**src/rtl/dpf_pkg.sv**
```systemverilog
// Shared types and constants for the distinct prime factor emitter.
// No dependencies; imported by the controller top level.
`timescale 1ns / 1ps

package dpf_pkg;

    // Controller states
    typedef enum logic [2:0] {
        ST_IDLE,
        ST_LAUNCH,
        ST_WAIT,
        ST_CHECK,
        ST_PUSH,
        ST_FIN,
        ST_EMIT_MID,
        ST_EMIT_LAST
    } dpf_state_t;

    // Candidate phase: testing a new divisor, or dividing a found one out
    typedef enum logic {
        MODE_FRESH,
        MODE_DIVOUT
    } dpf_mode_t;

    localparam int unsigned COUNT_W = 4;
    // Most primes reported for one item
    localparam logic [COUNT_W-1:0] MAX_RESULTS = 4'd9;
    // First trial divisor
    localparam int unsigned FIRST_CAND = 2;

endpackage

```
**src/rtl/distinct_prime_factor_emitter_top.sv**
```systemverilog
// Top level of the distinct prime factor emitter: trial-division controller,
// pending-result buffer and output register. Uses dpf_pkg and dpf_div.
//
//  Channel | Handshake             | Payload
//  --------+-----------------------+-------------------------------
//  in      | in_valid / in_ready   | value
//  out     | out_valid / out_ready | prime, no_factor, last
//
// One item at a time. Every trial division runs through the bit-serial
// divider, launched in ST_LAUNCH and checked in ST_CHECK. An item runs one
// division for each candidate tried (up to the square root of the value)
// and one for each repeated division out of a prime power. Inputs of 0 or 1
// need no division and go straight to their single no-factor result.
// Reset clears all control state; no clearing pass. A stalled output only
// delays the controller when it has a further result to hand over.
`timescale 1ns / 1ps

module distinct_prime_factor_emitter_top #(
    parameter int unsigned VALUE_WIDTH = 32
) (
    input  logic                   clk,
    input  logic                   rst_n,
    input  logic                   in_valid,
    output logic                   in_ready,
    input  logic [VALUE_WIDTH-1:0] value,
    output logic                   out_valid,
    input  logic                   out_ready,
    output logic [VALUE_WIDTH-1:0] prime,
    output logic                   no_factor,
    output logic                   last
);

    import dpf_pkg::*;

    dpf_state_t             state_reg, state_next;
    dpf_mode_t              mode_reg, mode_next;
    logic [COUNT_W-1:0]     count_reg, count_next;
    logic                   pend_valid_reg, pend_valid_next;
    logic [VALUE_WIDTH-1:0] pend_reg, pend_next;
    logic                   nof_reg, nof_next;
    logic [VALUE_WIDTH-1:0] rest_reg, rest_next;
    logic [VALUE_WIDTH-1:0] cand_reg, cand_next;
    logic                   out_valid_reg, out_valid_next;
    logic [VALUE_WIDTH-1:0] out_prime_reg, out_prime_next;
    logic                   out_nof_reg, out_nof_next;
    logic                   out_last_reg, out_last_next;

    logic                   div_start;
    logic                   div_done;
    logic [VALUE_WIDTH-1:0] div_quot;
    logic [VALUE_WIDTH-1:0] div_rem;
    logic                   out_free;
    logic                   out_load;
    logic                   out_last_sel;
    logic                   accept;
    logic                   trivial;
    logic                   rem_zero;
    logic                   past_root;
    logic                   room;

    assign out_free  = !out_valid_reg || out_ready;
    assign accept    = in_valid && in_ready;
    assign trivial   = (value <= VALUE_WIDTH'(1));
    assign rem_zero  = (div_rem == '0);
    assign past_root = (cand_reg > div_quot);
    assign room      = (count_reg < MAX_RESULTS);

    dpf_div #(
        .VALUE_WIDTH(VALUE_WIDTH)
    ) u_div (
        .clk      (clk),
        .rst_n    (rst_n),
        .start    (div_start),
        .dividend (rest_reg),
        .divisor  (cand_reg),
        .done     (div_done),
        .quot     (div_quot),
        .rem      (div_rem)
    );

    // Next state
    always_comb
    begin
        state_next = state_reg;
        unique case (state_reg)
            ST_IDLE:
                if (in_valid)
                    state_next = trivial ? ST_EMIT_LAST : ST_LAUNCH;
            ST_LAUNCH:
                state_next = ST_WAIT;
            ST_WAIT:
                if (div_done)
                    state_next = ST_CHECK;
            ST_CHECK:
                if (mode_reg == MODE_FRESH && past_root)
                    state_next = ST_FIN;
                else if (mode_reg == MODE_FRESH && rem_zero && room && pend_valid_reg)
                    state_next = ST_PUSH;
                else
                    state_next = ST_LAUNCH;
            ST_PUSH:
                if (out_free)
                    state_next = ST_LAUNCH;
            ST_FIN:
                if (rest_reg != VALUE_WIDTH'(1) && room && pend_valid_reg)
                    state_next = ST_EMIT_MID;
                else
                    state_next = ST_EMIT_LAST;
            ST_EMIT_MID:
                if (out_free)
                    state_next = ST_EMIT_LAST;
            ST_EMIT_LAST:
                if (out_free)
                    state_next = ST_IDLE;
            default:
                state_next = ST_IDLE;
        endcase
    end

    // Control outputs
    always_comb
    begin
        in_ready     = 1'b0;
        div_start    = 1'b0;
        out_load     = 1'b0;
        out_last_sel = 1'b0;
        unique case (state_reg)
            ST_IDLE:      in_ready = 1'b1;
            ST_LAUNCH:    div_start = 1'b1;
            ST_PUSH:      out_load = out_free;
            ST_EMIT_MID:  out_load = out_free;
            ST_EMIT_LAST:
            begin
                out_load     = out_free;
                out_last_sel = 1'b1;
            end
            default:
            begin
                in_ready = 1'b0;
            end
        endcase
    end

    // Datapath updates
    always_comb
    begin
        mode_next       = mode_reg;
        count_next      = count_reg;
        pend_valid_next = pend_valid_reg;
        pend_next       = pend_reg;
        nof_next        = nof_reg;
        rest_next       = rest_reg;
        cand_next       = cand_reg;

        // New item
        if (accept)
        begin
            rest_next       = value;
            cand_next       = VALUE_WIDTH'(FIRST_CAND);
            mode_next       = MODE_FRESH;
            count_next      = '0;
            pend_valid_next = 1'b0;
            pend_next       = '0;
            nof_next        = trivial;
        end

        // Act on a finished trial division
        if (state_reg == ST_CHECK)
        begin
            if (mode_reg == MODE_FRESH)
            begin
                if (!past_root && !rem_zero)
                    cand_next = cand_reg + 1'b1;
                else if (!past_root)
                begin
                    rest_next = div_quot;
                    mode_next = MODE_DIVOUT;
                    if (room)
                    begin
                        count_next = count_reg + 1'b1;
                        if (!pend_valid_reg)
                        begin
                            pend_next       = cand_reg;
                            pend_valid_next = 1'b1;
                        end
                    end
                end
            end
            else if (rem_zero)
                rest_next = div_quot;
            else
            begin
                cand_next = cand_reg + 1'b1;
                mode_next = MODE_FRESH;
            end
        end

        // Older prime went out, newly found one waits
        if (state_reg == ST_PUSH && out_free)
            pend_next = cand_reg;

        // Leftover cofactor above one is the largest prime
        if (state_reg == ST_FIN && rest_reg != VALUE_WIDTH'(1) && room && !pend_valid_reg)
        begin
            pend_next       = rest_reg;
            pend_valid_next = 1'b1;
            count_next      = count_reg + 1'b1;
        end
        if (state_reg == ST_EMIT_MID && out_free)
        begin
            pend_next  = rest_reg;
            count_next = count_reg + 1'b1;
        end
    end

    // Output register
    always_comb
    begin
        out_valid_next = out_valid_reg;
        out_prime_next = out_prime_reg;
        out_nof_next   = out_nof_reg;
        out_last_next  = out_last_reg;
        if (out_load)
        begin
            out_valid_next = 1'b1;
            out_prime_next = pend_reg;
            out_nof_next   = nof_reg;
            out_last_next  = out_last_sel;
        end
        else if (out_ready)
            out_valid_next = 1'b0;
    end

    // Control state
    always_ff @(posedge clk or negedge rst_n)
    begin
        if (!rst_n)
        begin
            state_reg      <= ST_IDLE;
            mode_reg       <= MODE_FRESH;
            count_reg      <= '0;
            pend_valid_reg <= 1'b0;
            out_valid_reg  <= 1'b0;
        end
        else
        begin
            state_reg      <= state_next;
            mode_reg       <= mode_next;
            count_reg      <= count_next;
            pend_valid_reg <= pend_valid_next;
            out_valid_reg  <= out_valid_next;
        end
    end

    // Payload registers
    always_ff @(posedge clk)
    begin
        pend_reg      <= pend_next;
        nof_reg       <= nof_next;
        rest_reg      <= rest_next;
        cand_reg      <= cand_next;
        out_prime_reg <= out_prime_next;
        out_nof_reg   <= out_nof_next;
        out_last_reg  <= out_last_next;
    end

    assign out_valid = out_valid_reg;
    assign prime     = out_prime_reg;
    assign no_factor = out_nof_reg;
    assign last      = out_last_reg;

endmodule

```
**src/rtl/dpf_div.sv**
```systemverilog
// Bit-serial restoring divider: one quotient bit per cycle.
// Standalone; instantiated by distinct_prime_factor_emitter_top.
`timescale 1ns / 1ps

module dpf_div #(
    parameter int unsigned VALUE_WIDTH = 32
) (
    input  logic                   clk,
    input  logic                   rst_n,
    input  logic                   start,
    input  logic [VALUE_WIDTH-1:0] dividend,
    input  logic [VALUE_WIDTH-1:0] divisor,
    output logic                   done,
    output logic [VALUE_WIDTH-1:0] quot,
    output logic [VALUE_WIDTH-1:0] rem
);

    localparam int unsigned CW = $clog2(VALUE_WIDTH + 1);

    logic                   busy_reg, busy_next;
    logic                   done_reg, done_next;
    logic [CW-1:0]          cnt_reg, cnt_next;
    logic [VALUE_WIDTH-1:0] part_reg, part_next;
    logic [VALUE_WIDTH-1:0] shf_reg, shf_next;
    logic [VALUE_WIDTH-1:0] dsr_reg, dsr_next;
    logic [VALUE_WIDTH:0]   trial;
    logic [VALUE_WIDTH:0]   diff;
    logic                   ge;

    // One restoring step: bring down the next dividend bit, try the subtract
    assign trial = {part_reg, shf_reg[VALUE_WIDTH-1]};
    assign diff  = trial - {1'b0, dsr_reg};
    assign ge    = (trial >= {1'b0, dsr_reg});

    always_comb
    begin
        busy_next = busy_reg;
        done_next = 1'b0;
        cnt_next  = cnt_reg;
        part_next = part_reg;
        shf_next  = shf_reg;
        dsr_next  = dsr_reg;
        if (start && !busy_reg)
        begin
            busy_next = 1'b1;
            cnt_next  = CW'(VALUE_WIDTH);
            part_next = '0;
            shf_next  = dividend;
            dsr_next  = divisor;
        end
        else if (busy_reg)
        begin
            part_next = ge ? diff[VALUE_WIDTH-1:0] : trial[VALUE_WIDTH-1:0];
            shf_next  = {shf_reg[VALUE_WIDTH-2:0], ge};
            cnt_next  = cnt_reg - 1'b1;
            if (cnt_reg == CW'(1))
            begin
                busy_next = 1'b0;
                done_next = 1'b1;
            end
        end
    end

    // Control state
    always_ff @(posedge clk or negedge rst_n)
    begin
        if (!rst_n)
        begin
            busy_reg <= 1'b0;
            done_reg <= 1'b0;
            cnt_reg  <= '0;
        end
        else
        begin
            busy_reg <= busy_next;
            done_reg <= done_next;
            cnt_reg  <= cnt_next;
        end
    end

    // Datapath shift registers
    always_ff @(posedge clk)
    begin
        part_reg <= part_next;
        shf_reg  <= shf_next;
        dsr_reg  <= dsr_next;
    end

    assign done = done_reg;
    assign quot = shf_reg;
    assign rem  = part_reg;

endmodule

```
**config.mk**
```make
export PLATFORM = sky130hd
export DESIGN_NAME = distinct_prime_factor_emitter_top
export DESIGN_NICKNAME = d
export VERILOG_FILES = /design/src/rtl/dpf_pkg.sv /design/src/rtl/distinct_prime_factor_emitter_top.sv /design/src/rtl/dpf_div.sv
export SDC_FILE = /design/constraint.sdc
export NUM_CORES = 1
export LEC_CHECK = 0
export BUFFER_PORTS_ARGS = -buffer_cell sky130_fd_sc_hd__buf_2
export CAP_MARGIN = 15
export CORE_MARGIN = 5
export CORE_UTILIZATION = 24
export CTS_CLUSTER_SIZE = 16
export DETAILED_ROUTE_END_ITERATION = 7
export PLACE_DENSITY = 0.39
export RECOVER_POWER = 25
export SLEW_MARGIN = 25
export SYNTH_ARGS = -nofsm -noshare
export SYNTH_HDL_FRONTEND = slang
export SYNTH_SLANG_ARGS = --single-unit
```
**constraint.sdc**
```tcl
create_clock -name clk -period 2.75 [get_ports clk]
set_input_delay 0.4125 -clock clk [delete_from_list [all_inputs] [get_ports clk]]
set_output_delay 0.4125 -clock clk [all_outputs]
set_load 0.01 [all_outputs]
```
==> impl_metrics.toml, run 1 <==
[status]
status = "complete, but fails checks"
violations = "setup timing"

[synthesis]
syn_inst = 1410
async_reset_ff_share_pct = 7.347
synth-seq-cells = 245
yosys.area.top_type_share_pct = 22.18
yosys-top-cells-area = "edfxtp_1 (22%), dfxtp_1 (19%), mux2i_1 (8.8%)"
yosysUniqueCellTypes = 79
synth_nets = 1516
ys_seq_area_share_pct = 44.66
yosysTopAreaCell = "edfxtp_1"
synth.most_common_cell = "nand2_1"
avgSynthCellArea_um2 = 9.505
synth_area_um2 = 13400
synth-main-ff-cell = "dfxtp_1"
synth_commonest_cells = "nand2_1 (202), dfxtp_1 (128), mux2i_1 (118)"
synth_edf_count = 99
yosys_warnings = 0

[clocking]
cts_tree = "built"
cts.sink_count = 245
cts.htree.levels = 1
cts_buffers = 30
cts_buffer_depth = 3
cts_root_buf = "clkbuf_16"
worstSkewPairLatency_ns = 0.59
clk_pin_slew_worst_paths_ns = 0.06

[sta]
setup_viol = 26
rsz0062_at_grt = "yes"
drv_slew = 0
skew_ns = 0.03822
worst_slew_pin_slew_ns = 1.160
final.min_clock_period_ns = 2.832
finalCritPeriodShare_pct = 103.0
relSlewSlack_pct = 22.65
max_freq_ghz = 0.3531
timing.setup.tns_ns = -0.8585
hold_violations = 0
worst_slack_ns = -0.08238

[drt]
wl_met3_um = 1880
wl_met1_um = 22260
dr_total_vias = 11530
top_layer_used = "met4"
finalWirelength_um = 46810
avgRoutedWirePerCell_um = 19.02
dr_wl_met2_um = 21490
drc = 0
drt_iter0_markers = 624
first_pass_iters = 5
ant_nets = 0
viasPerCell = 4.687

[cells_and_area]
stdcell_count = 2461
drive_gt1_share_pct = 27.80
syn2layout_area_growth_pct = 36.28
final_nets = 1794
fillers = 5657

[placement]
dp_cells = 2370
io_buffers = 71
place_congestion = 0.8410
hpwl_um = 33690

[die]
placementRows = 86
die_w_um = 246.3
coreArea_um2 = 55200
io_pins = 72
start_util_pct = 24.28
die_y_um = 246.3
die-area_um2 = 60670

[grt]
grt_use_total_pct = 14.76
gr-total-overflow = 0
grt_pass1_wl_um = 70060
antenna_found_initial = 0
grt_max_degree = 42
grt_pass1_vias = 11570

[power_and_ir_drop]
p_leak_nw = 7.743
p_per_area_nw_per_um2 = 1162
peakVddDrop_mv = 0.5183

[worst_setup_path]
slowest_delay_ns = 0.37
cp_max_fo = 7
timing.critical_path.buf_inv = 3
critPathArrivalTime_ns = 3.31
critPathTopFamily = "compound AO/OA/AOI/OAI gates"
crit_path_frequent_cell = "a21o_1"
endpoint_kind = "flop"
critPathLaunchType = "flop"
path_cells = "inv_2 -> ha_4 -> a21o_1 -> a21o_1 -> a21oi_2 -> o21a_1 -> o221ai_4 -> buf_6 -> a211oi_4 -> o21bai_4 -> buf_12 -> o211a_4 -> a221o_1"
worst-setup-path-type = "reg2reg"
crit_path_top_delay_cell = "edfxtp_1"
crit_required_ns = 3.23

[min_path]
min_path_type = "in2reg"

[job]
drv_cap = 0
worst register-to-register path, stage by stage, from the launching register on:
cell      delay (ns)
edfxtp_1        0.37
inv_2           0.09
ha_4            0.20
a21o_1          0.15
a21o_1          0.17
a21oi_2         0.14
o21a_1          0.19
o221ai_4        0.16
buf_6           0.16
a211oi_4        0.26
o21bai_4        0.12
buf_12          0.14
o211a_4         0.29
a221o_1         0.32
timing repair:
action | in CTS | in global routing
resized for setup | 63 | 98
gates cloned | 5 | 5
hold buffers | 1 | 0
buffers inserted | 8 | 18
endpoints found under the hold margin | 18 | 0
pin swaps | 36 | 60
setup endpoints to repair | 94 | 129
metrics by stage:
step           util (%)  hold slack [ns]  power, mW  instance area, µm²  setup slack (ns)
2_1_floorplan         -           0.1169      11.72               13420         0.0002129
3_3_place_gp      29.14           0.4057      15.60               16090           -0.1738
3_5_place_dp      29.14           0.4075      15.67               16090           -0.2155
4_1_cts           32.11           0.1007      20.86               17720          -0.08251
5_1_grt           33.08           0.1321      22.77               18260           -0.1992
6_report          33.09           0.1276      21.23               18260          -0.08238
cells by family after synthesis:
family                   share of synthesized area (%)
AO/OA/AOI/OAI                                    16.71
XOR/XNOR                                         2.091
adder cells (fa/ha/maj)                          6.591
buffers and inverters                            4.463
flip-flops                                       44.66
multiplexers                                     9.149
AND/OR/NAND/NOR                                  16.33
report_power, final:
part	leakage, nW	switching (mW)	total [mW]	internal, mW
Sequential	2.23	1.02	6.31	5.30
Clock	0.524	1.64	4.27	2.63
Combinational	4.99	5.67	10.6	4.97
placed cells by master, fill, tap and decap left out, drive strengths merged, types with 8 or more instances in the layout:
cell / n
a211oi: 8
a21o: 28
a21oi: 68
a221o: 15
a22oi: 11
and2: 21
and3: 12
buf: 285
clkbuf: 65
clkinv: 8
dfrtp: 18
dfxtp: 128
edfxtp: 99
ha: 69
inv: 79
mux2i: 118
nand2: 202
nand2b: 10
nand3: 32
nand4: 25
nor2: 58
nor2b: 19
nor3: 24
nor4: 24
o211ai: 13
o21a: 13
o21ai: 109
o22ai: 11
o31ai: 9
or2: 9
xnor2: 16
xor2: 16
worst paths after layout:
kind	from	endpoint	slack, ns	cells after the start
min in group asynchronous	rst_n	count_reg[0]	0.59	2
worst min register to register	nof_reg	no_factor	0.44	0
worst max register to register	u_div.quot[5]	pend_reg[9]	-0.08	13
worst max-delay path	u_div.quot[5]	pend_reg[9]	-0.08	13
worst min-delay path	value[9]	rest_reg[9]	0.13	3
max in group asynchronous	rst_n	out_valid	1.44	2
routing by layer:
metal / vias up / track usage (%)
met3: 61 / 1.974
met1: 5534 / 20.84
met5: - / 0
met4: 0 / 3.692
met2: 227 / 23.97
li1: 5712 / -
final cells by class:
cell class / instances / area [µm²] / area share (%)
inverters: 79 / 296.5 / 1.624
repair buffers: 310 / 2382 / 13.04
well taps: 748 / 935.9 / 5.124
multi-input cells: 1022 / 7585 / 41.53
clock buffers: 41 / 852.1 / 4.665
flip-flops and latches: 245 / 5993 / 32.81
diodes: 1 / 2.502 / 0.01370
clock inverters: 15 / 216.5 / 1.185
(Power assumes the default switching activity.)
==> run 2, diff against run 1 <==
CORE_ASPECT_RATIO = 1.75   (was unset)
==> run 2 against run 1 <==
  * The flow still finishes with violations (setup timing)
  * Setup slack worse by 0.082 ns
  * Via count up 1.5%
  * Cell count down 1.2%
  * Die area up 0.31%
  * Flip-flop and latch count unchanged
  * Critical endpoint is now u_div.quot[0]
  * Largest power group unchanged
==> impl_metrics.toml, run 2 (synthesis gave the netlist of run 1 again) <==
[status]
status = "complete, but fails checks"
violations = "setup timing"

[clocking]
cts.sink_count = 245
cts_root_buf = "clkbuf_16"
cts.htree.levels = 1
cts_buffer_depth = 3
worstSkewPairLatency_ns = 0.57
clk_pin_slew_worst_paths_ns = 0.07
cts_tree = "built"
cts_buffers = 26

[sta]
holdWs_ns = 0.1562
worst_slew_pin_slew_ns = 1.342
timing.setup.tns_ns = -2.977
final.min_clock_period_ns = 2.914
worst_slack_ns = -0.1642
setup_viol = 55
drv_slew = 0
max_freq_ghz = 0.3432
finalCritPeriodShare_pct = 106.0
hold_violations = 0
rsz0062_at_grt = "yes"
relSlewSlack_pct = 10.50
skew_ns = 0.01927

[drt]
drc = 0
ant_nets = 0
viasPerCell = 4.814
finalWirelength_um = 49430
drt_iter0_markers = 402
first_pass_iters = 5
dr_total_vias = 11700
avgRoutedWirePerCell_um = 20.33

[power_and_ir_drop]
peakVddDrop_mv = 0.5355
p_per_area_nw_per_um2 = 1155
p_leak_nw = 7.864
finalPower_mw = 21.35

[grt]
antenna_found_initial = 0
grt_pass1_wl_um = 73220
top_usage_layer = "met2"
grtUsageMet1_pct = 16.27
use_met3_pct = 1.245
grt_pass1_vias = 12120
grt_use_total_pct = 15.52
gr-total-overflow = 0
grt_max_degree = 56
grtUsageMet2_pct = 31.84

[worst_setup_path]
crit_path_top_delay_cell = "edfxtp_1"
critPathLaunchType = "flop"
worst-setup-path-type = "reg2reg"
endpoint_kind = "flop"
slowest_delay_ns = 0.38
crit_path_frequent_cell = "o21ai_4"
path_cells = "inv_1 -> ha_4 -> and3_4 -> buf_4 -> nand3_2 -> o22ai_4 -> o31ai_4 -> a31oi_4 -> o21ai_4 -> o21ai_4 -> buf_8 -> buf_12 -> mux2_2"
worstReg2RegStart = "u_div.dsr_reg[14]"
crit_path_end = "u_div.quot[0]"
cp_max_fo = 5
critPathArrivalTime_ns = 3.22
r2r_cells = 13
crit_required_ns = 3.06
r2r-end = "u_div.quot[0]"
r2r_setup_slack_ns = -0.16
crit_start = "u_div.dsr_reg[14]"

[placement]
hpwl_um = 36720
io_buffers = 71
place_area_um2 = 16180
dp_cells = 2337
place_congestion = 0.8283

[die]
die-area_um2 = 60850
die_w_um = 188.6
coreArea_um2 = 55340
die_y_um = 322.6
io_pins = 72
start_util_pct = 24.22
placementRows = 114

[cells_and_area]
drive_gt1_share_pct = 29.80
final_cell_mix = "nand2_1 (198), buf_4 (195), dfxtp_1 (127)"
stdcell_area_um2 = 18490
final_common_cell = "nand2_1"
final_nets = 1821
syn2layout_area_growth_pct = 37.96
n_antenna_cell = 0
stdcell_count = 2431

[job]
drv_cap = 0

[min_path]
min_path_type = "in2reg"
run 2: layout make-up:
type / instances / area (µm²)
clock buffers: 32 / 714.4
flip-flops and latches: 245 / 5987
multi-input cells: 1022 / 7789
inverters: 79 / 296.5
well taps: 696 / 870.8
fillers: 5749 / 36850
clock inverters: 16 / 151.4
repair buffers: 341 / 2680
run 2: repair_timing:
item / 4_1_cts / 5_1_grt
gates resized for setup: 82 / 142
hold buffers: 1 / 0
pin swaps: 36 / 88
cloned: 4 / 6
buffers inserted: 25 / 20
hold endpoints to repair: 18 / 0
setup endpoints to repair: 119 / 127
run 2: worst min-delay path by stage:
| stage | from | endpoint | slack [ns] | cells after the start |
|---|---|---|---|---|
| after floorplan | rst_n | count_reg[0] | 0.12 | 0 |
| after global placement | nof_reg | no_factor | 0.41 | 0 |
| after detailed placement | nof_reg | no_factor | 0.41 | 0 |
| after CTS | value[29] | rest_reg[29] | 0.12 | 3 |
| after global routing | value[29] | rest_reg[29] | 0.15 | 3 |
| final | value[25] | rest_reg[25] | 0.16 | 3 |
run 2: power breakdown:
part | total [mW] | switching [mW] | internal, mW
Combinational | 11.3 | 6.04 | 5.30
Clock | 3.67 | 1.62 | 2.05
Sequential | 6.34 | 1.06 | 5.28
Total | 21.4 | 8.71 | 12.6
run 2: worst max-delay path, delay by kind of cell (launching register included):
| family | cells | cell delay (ns) |
|---|---|---|
| AO/OA/AOI/OAI | 5 | 0.98 |
| adder cells (fa/ha/maj) | 1 | 0.20 |
| buffers and inverters | 4 | 0.54 |
| flip-flops | 1 | 0.38 |
| multiplexers | 1 | 0.26 |
| AND/OR/NAND/NOR | 2 | 0.28 |
run 2: layer usage:
layer	wire [µm]	vias up
li1	-	5748
met4	1881	0
met3	1188	84
met5	0	-
met1	18460	5660
met2	27910	211
run 2: metrics by stage:
| stage | util, % | setup WS, ns |
|---|---|---|
| finish | 33.41 | -0.1642 |
| global placement | 29.23 | -0.6577 |
| detailed placement | 29.23 | -0.6999 |
| global route | 33.41 | -0.2455 |
| CTS | 32.15 | -0.2483 |
| floorplan | - | 0.0002129 |
==> run 3, diff against run 2 <==
GPL_TIMING_DRIVEN = 0   (was unset)
==> run 3 against run 2 <==
  * The run still ends with setup timing left
  * Fmax is 3.9% lower
  * Global-route usage up 0.38 points
  * Hold slack improved by 0.0086 ns
  * Count of clock-buffer cells in the layout is 1 higher
  * Critical path depth down 1
  * Highest routed layer unchanged
==> impl_metrics.toml, run 3 (synthesis gave the netlist of run 1 again) <==
[sta]
hold_violations = 0
worst_slew_pin_slew_ns = 1.203
rsz0062_at_grt = "yes"
drv_slew = 0
final.min_clock_period_ns = 3.032
max_freq_ghz = 0.3298
relSlewSlack_pct = 19.77
finalCritPeriodShare_pct = 110.3
setup_viol = 124
skew_ns = 0.01871
worst_slack_ns = -0.2824

[worst_setup_path]
crit_path_top_delay_cell = "edfxtp_1"
crit_required_ns = 3.06
path_cells = "inv_2 -> ha_4 -> nor2b_4 -> o211ai_1 -> a211oi_4 -> o31ai_4 -> a31oi_4 -> o21ai_4 -> o21ai_2 -> buf_6 -> buf_12 -> mux2_4"
r2r_cells = 12
worst-setup-path-type = "reg2reg"
critPathArrivalTime_ns = 3.34
cp_max_fo = 5
critPathLaunchType = "flop"
slowest_delay_ns = 0.41
endpoint_kind = "flop"

[cells_and_area]
final_util_pct = 31.82
fillers = 5696
ff_latch_area_um2 = 6018
final_nets = 1695
multi_input_area_um2 = 7785
stdcell_area_um2 = 17610
syn2layout_area_growth_pct = 31.42
final_cell_mix = "nand2_1 (198), dfxtp_1 (112), mux2i_1 (111)"
n_antenna_cell = 0
drive_gt1_share_pct = 25.11
final_common_cell = "nand2_1"
stdcell_count = 2305

[clocking]
cts_buffer_depth = 3
cts_tree = "built"
worstSkewPairLatency_ns = 0.56
clk_pin_slew_worst_paths_ns = 0.07
cts.htree.levels = 1
cts_buffers = 26
cts_root_buf = "clkbuf_16"
cts.sink_count = 245

[grt]
grt_use_total_pct = 15.90
grt_pass1_vias = 11930
antenna_found_initial = 0
use_met3_pct = 1.180
grt_pass1_wl_um = 74600
top_usage_layer = "met2"
grtUsageMet2_pct = 32.81
grtUsageMet1_pct = 15.86
gr-total-overflow = 0
grt_max_degree = 42

[placement]
io_buffers = 71
place_area_um2 = 14710
dp_cells = 2179
place_congestion = 0.9015
hpwl_um = 36880
post-place-ws_ns = -1.301

[drt]
finalWirelength_um = 49850
ant_nets = 0
first_pass_iters = 4
drc = 0
dr_total_vias = 11460
avgRoutedWirePerCell_um = 21.62
viasPerCell = 4.971
drt_iter0_markers = 489

[die]
die_w_um = 188.6
die_y_um = 322.6
start_util_pct = 24.22
placementRows = 114
coreArea_um2 = 55340
io_pins = 72
die-area_um2 = 60850

[power_and_ir_drop]
p_leak_nw = 7.338
peakVddDrop_mv = 0.5949
p_per_area_nw_per_um2 = 1164

[min_path]
min_delay_path_depth = 3
min_path_type = "in2reg"

[job]
drv_cap = 0

[status]
violations = "setup timing"
status = "complete, but fails checks"
## run 3: cell types whose count changed in the layout (fill, tap and decap cells not counted), moves of 4 or more
| cell | change |
|---|---|
| clkbuf_8 | +4 |
| mux2i_1 | -5 |
| clkbuf_2 | +12 |
| buf_4 | -138 |
| a21oi_2 | -4 |
| nor2_1 | -4 |
| dfxtp_2 | +10 |
| clkbuf_16 | -4 |
| dfxtp_4 | +5 |
| dfxtp_1 | -15 |
## run 3: cell type report
type                            count  share of cell area (%)
Multi-Input combinational cell   1021                   44.20
Sequential cell                   245                   34.17
Timing Repair Buffer              156                   6.841
Tap cell                          696                   4.945
Clock buffer                       33                   4.192
Buffer                             60                   2.693
Inverter                           79                   1.698
Clock inverter                     15                   1.257
## run 3: critical path: cells and delay by family, from the launching register on
kind	cells	cell delay (ns)
and+or+nand+nor	1	0.12
AOI/OAI and AO/OA	6	1.41
buffers and inverters	3	0.38
DFF	1	0.41
muxes	1	0.26
adders and majority gates	1	0.19
## run 3: what timing repair did
action / CTS / global route
endpoints found under the setup margin: 227 / 185
pin swaps: 59 / 59
hold buffers: 1 / 0
cloned: 5 / 0
gates resized for setup: 256 / 66
endpoints found under the hold margin: 18 / 0
setup buffers: 71 / 15
## run 3: final timing paths
path                                        from       endpoint  slack (ns)
worst min register to register      pend_reg[24]      prime[24]        0.44
worst max register to register  u_div.dsr_reg[1]  u_div.quot[0]       -0.28
min in group asynchronous                  rst_n       mode_reg        0.67
worst max-delay path            u_div.dsr_reg[1]  u_div.quot[0]       -0.28
max in group asynchronous                  rst_n   state_reg[1]        1.36
worst min-delay path                   value[25]   rest_reg[25]        0.16
## run 3: layer usage
metal,wire [µm],up-vias
met5,0,-
met4,2509,0
met1,17780,5614
met3,1231,99
li1,-,5516
met2,28330,229
## run 3: through the flow
step | setup TNS [ns] | hold WS (ns) | total power [mW]
after floorplan | 0 | 0.1169 | 11.72
after global placement | -195.37 | 0.4027 | 14.39
after detailed placement | -156.15 | 0.4101 | 14.55
after CTS | -19.67 | 0.1421 | 20.48
after global routing | -27.75 | 0.1613 | 21.79
final | -15.50 | 0.1648 | 20.51
## run 3: where the power goes
group	switching (mW)	total [mW]	internal [mW]
logic	5.53	9.83	4.30
clock network	1.64	4.02	2.38
registers	1.34	6.65	5.31
